File: config.mk
export PLATFORM = sky130hd
export DESIGN_NAME = gbba_word_scan
export DESIGN_NICKNAME = d
export VERILOG_FILES = /design/src/rtl/core/goal_bitmap_block_allocator_defines.svh /design/src/rtl/core/gbba_pkg.sv /design/src/rtl/core/gbba_word_scan.sv
export SDC_FILE = /design/constraint.sdc
export NUM_CORES = 1
export LEC_CHECK = 0
export ABC_AREA = 1
export BUFFER_PORTS_ARGS = -buffer_cell sky130_fd_sc_hd__buf_4
export CAP_MARGIN = 20
export CORE_UTILIZATION = 45
export DETAILED_ROUTE_END_ITERATION = 10
export MAX_ROUTING_LAYER = met4
export PLACE_DENSITY = 0.76
export RECOVER_POWER = 50
export SYNTH_ARGS = -nofsm -noshare
export SYNTH_HDL_FRONTEND = slang
export SYNTH_SLANG_ARGS = --single-unit
File: constraint.sdc
create_clock -name vclk -period 8.5
set_input_delay 1.275 -clock vclk [all_inputs]
set_output_delay 1.275 -clock vclk [all_outputs]
set_load 0.05 [all_outputs]
File: src/rtl/core/goal_bitmap_block_allocator_defines.svh
// Assertion macros for the goal bitmap block allocator.
// Included by the modules that carry concurrent checks; no other dependencies.
`ifndef GOAL_BITMAP_BLOCK_ALLOCATOR_DEFINES_SVH
`define GOAL_BITMAP_BLOCK_ALLOCATOR_DEFINES_SVH

`ifndef SYNTH
`define GBBA_ASSERT_IMP(lbl, clk, rstn, ante, cons) \
    lbl: assert property (@(posedge clk) disable iff (!rstn) (ante) |-> (cons)) \
        else $error("gbba check failed");
`define GBBA_ASSERT_NXT(lbl, clk, rstn, ante, cons) \
    lbl: assert property (@(posedge clk) disable iff (!rstn) (ante) |=> (cons)) \
        else $error("gbba check failed");
`else
`define GBBA_ASSERT_IMP(lbl, clk, rstn, ante, cons)
`define GBBA_ASSERT_NXT(lbl, clk, rstn, ante, cons)
`endif

`endif

File: src/rtl/core/gbba_pkg.sv
// Shared types and constants for the goal bitmap block allocator.
// No dependencies.
`timescale 1ns / 1ps

package gbba_pkg;

    localparam int WORD_BITS  = 64;
    localparam int OFF_W      = 6;
    localparam int BLK_W      = 16;
    localparam int LEN_W      = 14;
    localparam int OUT_W      = 14;
    localparam int CFG_IDX_W  = 1;
    localparam int CFG_DATA_W = 14;
    localparam int S_TDATA_W  = 32;
    localparam int S_TUSER_W  = 1;
    localparam int M_TDATA_W  = 48;
    localparam int M_TUSER_W  = 2;

    localparam logic [CFG_IDX_W-1:0] REG_FIRST_DATA = 1'b0;
    localparam logic [CFG_IDX_W-1:0] REG_RESERVED   = 1'b1;

    localparam logic OP_ALLOC = 1'b0;
    localparam logic OP_FREE  = 1'b1;

    typedef enum logic [1:0] {
        STS_OK,
        STS_NO_SPACE,
        STS_RANGE,
        STS_CORRUPT
    } gbba_status_t;

    typedef enum logic [3:0] {
        ST_INIT,
        ST_IDLE,
        ST_START,
        ST_GOAL_RD,
        ST_GOAL_CHK,
        ST_SCAN_RD,
        ST_SCAN_CHK,
        ST_GRP_SEL,
        ST_BACK_RD,
        ST_BACK_LD,
        ST_COMMIT,
        ST_FR_RD,
        ST_FR_WR,
        ST_DONE
    } gbba_state_t;

endpackage

File: src/rtl/core/gbba_word_scan.sv
// Per-word search logic: first clear bit, first wholly free byte,
// popcount and step-back count. Depends on gbba_pkg.
`timescale 1ns / 1ps

module gbba_word_scan (
    input  logic [63:0] word,
    input  logic [5:0]  from_off,
    input  logic [63:0] pop_word,
    input  logic [6:0]  back_bits,
    output logic        zf_hit,
    output logic [5:0]  zf_pos,
    output logic        bf_hit,
    output logic [2:0]  bf_pos,
    output logic [6:0]  pop,
    output logic [2:0]  back_cnt
);
    import gbba_pkg::*;

    always_comb begin
        zf_hit = 1'b0;
        zf_pos = '0;
        for (int i = WORD_BITS - 1; i >= 0; i--) begin
            if (!word[i] && (6'(i) >= from_off)) begin
                zf_hit = 1'b1;
                zf_pos = 6'(i);
            end
        end
    end

    always_comb begin
        bf_hit = 1'b0;
        bf_pos = '0;
        for (int b = 7; b >= 0; b--) begin
            if (word[b*8 +: 8] == 8'h00) begin
                bf_hit = 1'b1;
                bf_pos = 3'(b);
            end
        end
    end

    always_comb begin
        pop = '0;
        for (int i = 0; i < WORD_BITS; i++) begin
            pop = pop + 7'(pop_word[i]);
        end
    end

    // clear bits directly below the hit, counted from the top down
    always_comb begin
        logic stop;
        stop     = 1'b0;
        back_cnt = '0;
        for (int i = 6; i >= 0; i--) begin
            if (!stop && !back_bits[i]) begin
                back_cnt = back_cnt + 3'd1;
            end else begin
                stop = 1'b1;
            end
        end
    end

endmodule

==> results.yml <==
status:
  outcome: "complete, no violations"
logic_synthesis:
  post_synthesis_mean_instance_area_um2: 6.008
  synth.largest_area_cell: "fa_1"
  synthesis.nets: 844
  synth_largest_type_area_fraction: 0.2856
  synth_sequential_area_ratio: 0
  ys_types: 40
  yosys-top-cells-area: "fa_1 (29%), inv_1 (18%), nand2_1 (14%)"
  postSynthCellCount: 630
  mappedNetlistArea_um2: 3785
  yosys_warnings: 0
timing:
  slew-limit-headroom: 0.4446
  rsz0062_at_grt: "no"
  timing_worst_slew_pin_value_ns: 0.8330
  finalWorstSetupSlack_ns: 0.3032
  final_setup_vio_count: 0
  finalWorstPathRequiredPeriod_ns: 8.197
  final-max-slew-violation-count: 0
  report.final.hold_viol_count: 0
  max_freq_mhz: 122.0
  layout_worst_path_cycle_share: 0.9643
  fin_setup_tns_ns: 0
global_routing:
  antenna_violations_before_repair: 0
  track_usage: 0.2755
  wire_length_of_the_first_global_routing_pass_mm: 18.89
  grt_start_max_net_pins: 15
  number_of_global_route_vias_before_repair: 4186
  global_route.overflow_total: 0
finish:
  finish.instance_area_um2: 5076
  clockBufferCount: 0
  number_of_inserted_diodes: 0
  post_route_cells_drive_above_1_share: 0.2163
  fill_cells: 823
  final_net_count: 1002
  sequential_cell_total: 0
  area_used_by_sequential_logic_in_the_layout_um2: 0
  multiInputGateArea_um2: 3070
  areaGrowthSynthToFinish_pct: 34.12
setup_path:
  startpoint_type: "input pin"
  timing.critical_path.required_ns: 7.22
  critical_path.cell_chain: "buf_4, fa_1, inv_1, fa_1, inv_1, fa_1, inv_1, fa_1, inv_1, fa_1, inv_1, fa_1, fa_1, fa_1, inv_1, ha_1, inv_1, fa_1, o21ai_0, a21oi_1, o21bai_1, buf_4"
  timing.critical_path.mode_cell: "fa_1"
  path_class: "in2out"
  cp-end-kind: "primary output"
  cp_slowest_cell: "fa_1"
  crit_path_max_fanout: 2
  critical-path-max-stage-delay_ns: 0.53
  crit_arrival_ns: 6.92
routing:
  avgViaCountPerCell: 5.048
  routed_wire_length_mm: 11.55
  post_drt_wl_per_cell_um: 12.96
  final_antenna_net_count: 0
  detailroute.via_count: 4498
  detailedRoute.firstIterationViolations: 262
  drc: 0
  drt-pass1-iter-count: 4
hold_path:
  timing.hold.worst.class: "in2out"
cts:
  post_cts_buffers: 0
  hold_buffer_count_at_cts: 0
  cts_resized: 0
place:
  gp_congestion: 0.9956
  buffer_ports.inserted: 162
  placement.cell_area_um2: 5101
  detailedPlacementHpwl_mm: 10.50
  pre_cts_ws_ns: 0.2658
die:
  core_um2: 8175
  io_pins: 162
  die-width_um: 93.71
  die-area_um2: 8782
  placement_rows: 33
  die_h_um: 93.71
  floorplan.initialDensity: 0.4630
flow_run:
  maxCapViolCount: 0
==> logic make-up after synthesis <==
family          count (synthesis)  share of synthesized area
simple gates                  284                     0.3217
buf+inv                       189                     0.1901
compound gates                 78                     0.1260
fa+ha+maj                      73                     0.3484
xor+xnor                        6                    0.01388
==> metrics by stage <==
stage          hold WS [ns]  std cells    util
2_1_floorplan         2.829        630       -
3_3_place_gp          2.947        891  0.6240
3_5_place_dp          2.957        891  0.6240
4_1_cts               2.961        891  0.6240
5_1_grt               2.972        891  0.6209
6_report              2.951        891  0.6209
==> worst max-delay path: cells and delay by family <==
kind	cells	cell delay, ns
buf+inv	9	0.72
fa+ha+maj	10	4.35
compound gates	3	0.57
==> cell usage after synthesis <==
cell      number
inv_1        180
nand2_1      137
nor2_1        76
fa_1          54
o21ai_0       24
a21oi_1       20
nor3_1        20
ha_1          19
nor4_1        19
nand3_1       12
a211oi_1       8
a31oi_1        7
nand4_1        5
o21bai_1       5
or2_2          5
o211ai_1       4
xor2_1         4
clkbuf_1       3
a21o_1         2
and3_1         2
buf_4          2
inv_2          2
nor2_2         2
xnor2_1        2
a211o_1        1
a21boi_0       1
a21oi_2        1
a311oi_1       1
a31o_1         1
and2_1         1
buf_2          1
clkinv_2       1
nand2_2        1
nand2_4        1
nand3b_1       1
nor2_4         1
o21bai_2       1
o311ai_0       1
o31ai_1        1
or3b_2         1
==> cells in the final DEF (no fill, tap or decap), types with 2 or more instances in the layout <==
cell,instances
inv_1,181
buf_4,154
nand2_1,137
nor2_1,76
fa_1,54
o21ai_0,24
a21oi_1,20
nor3_1,20
nor4_1,19
ha_1,19
nand3_1,12
clkbuf_1,8
a211oi_1,7
a31oi_1,7
nand4_1,5
or2_2,5
o21bai_1,5
o211ai_1,4
xor2_1,4
nor2_2,2
a21o_1,2
and3_1,2
xnor2_1,2
==> routing by layer <==
layer / vias up / global-route usage / part of all wire
met1: 2060 / 0.3951 / 0.45
li1: 2235 / - / -
met5: - / - / 0
met4: 0 / 0.03846 / 0.012
met2: 191 / 0.4380 / 0.45
met3: 12 / 0.01861 / 0.081
==> cell type report <==
| cell class | count | area share |
|---|---|---|
| inverter | 183 | 0.1356 |
| timing repair buffer | 162 | 0.2337 |
| tap | 105 | 0.02588 |
| multi-input combinational | 441 | 0.6049 |
==> worst paths after layout <==
kind	depth (start not counted)	start	slack, ns	endpoint
setup / recovery	22	pop_word[53]	0.30	pop[6]
hold / removal	3	pop_word[2]	2.95	pop[0]
Power is not shown: default switching activity piles up to over one toggle a cycle in this logic, so the estimate is an artifact.
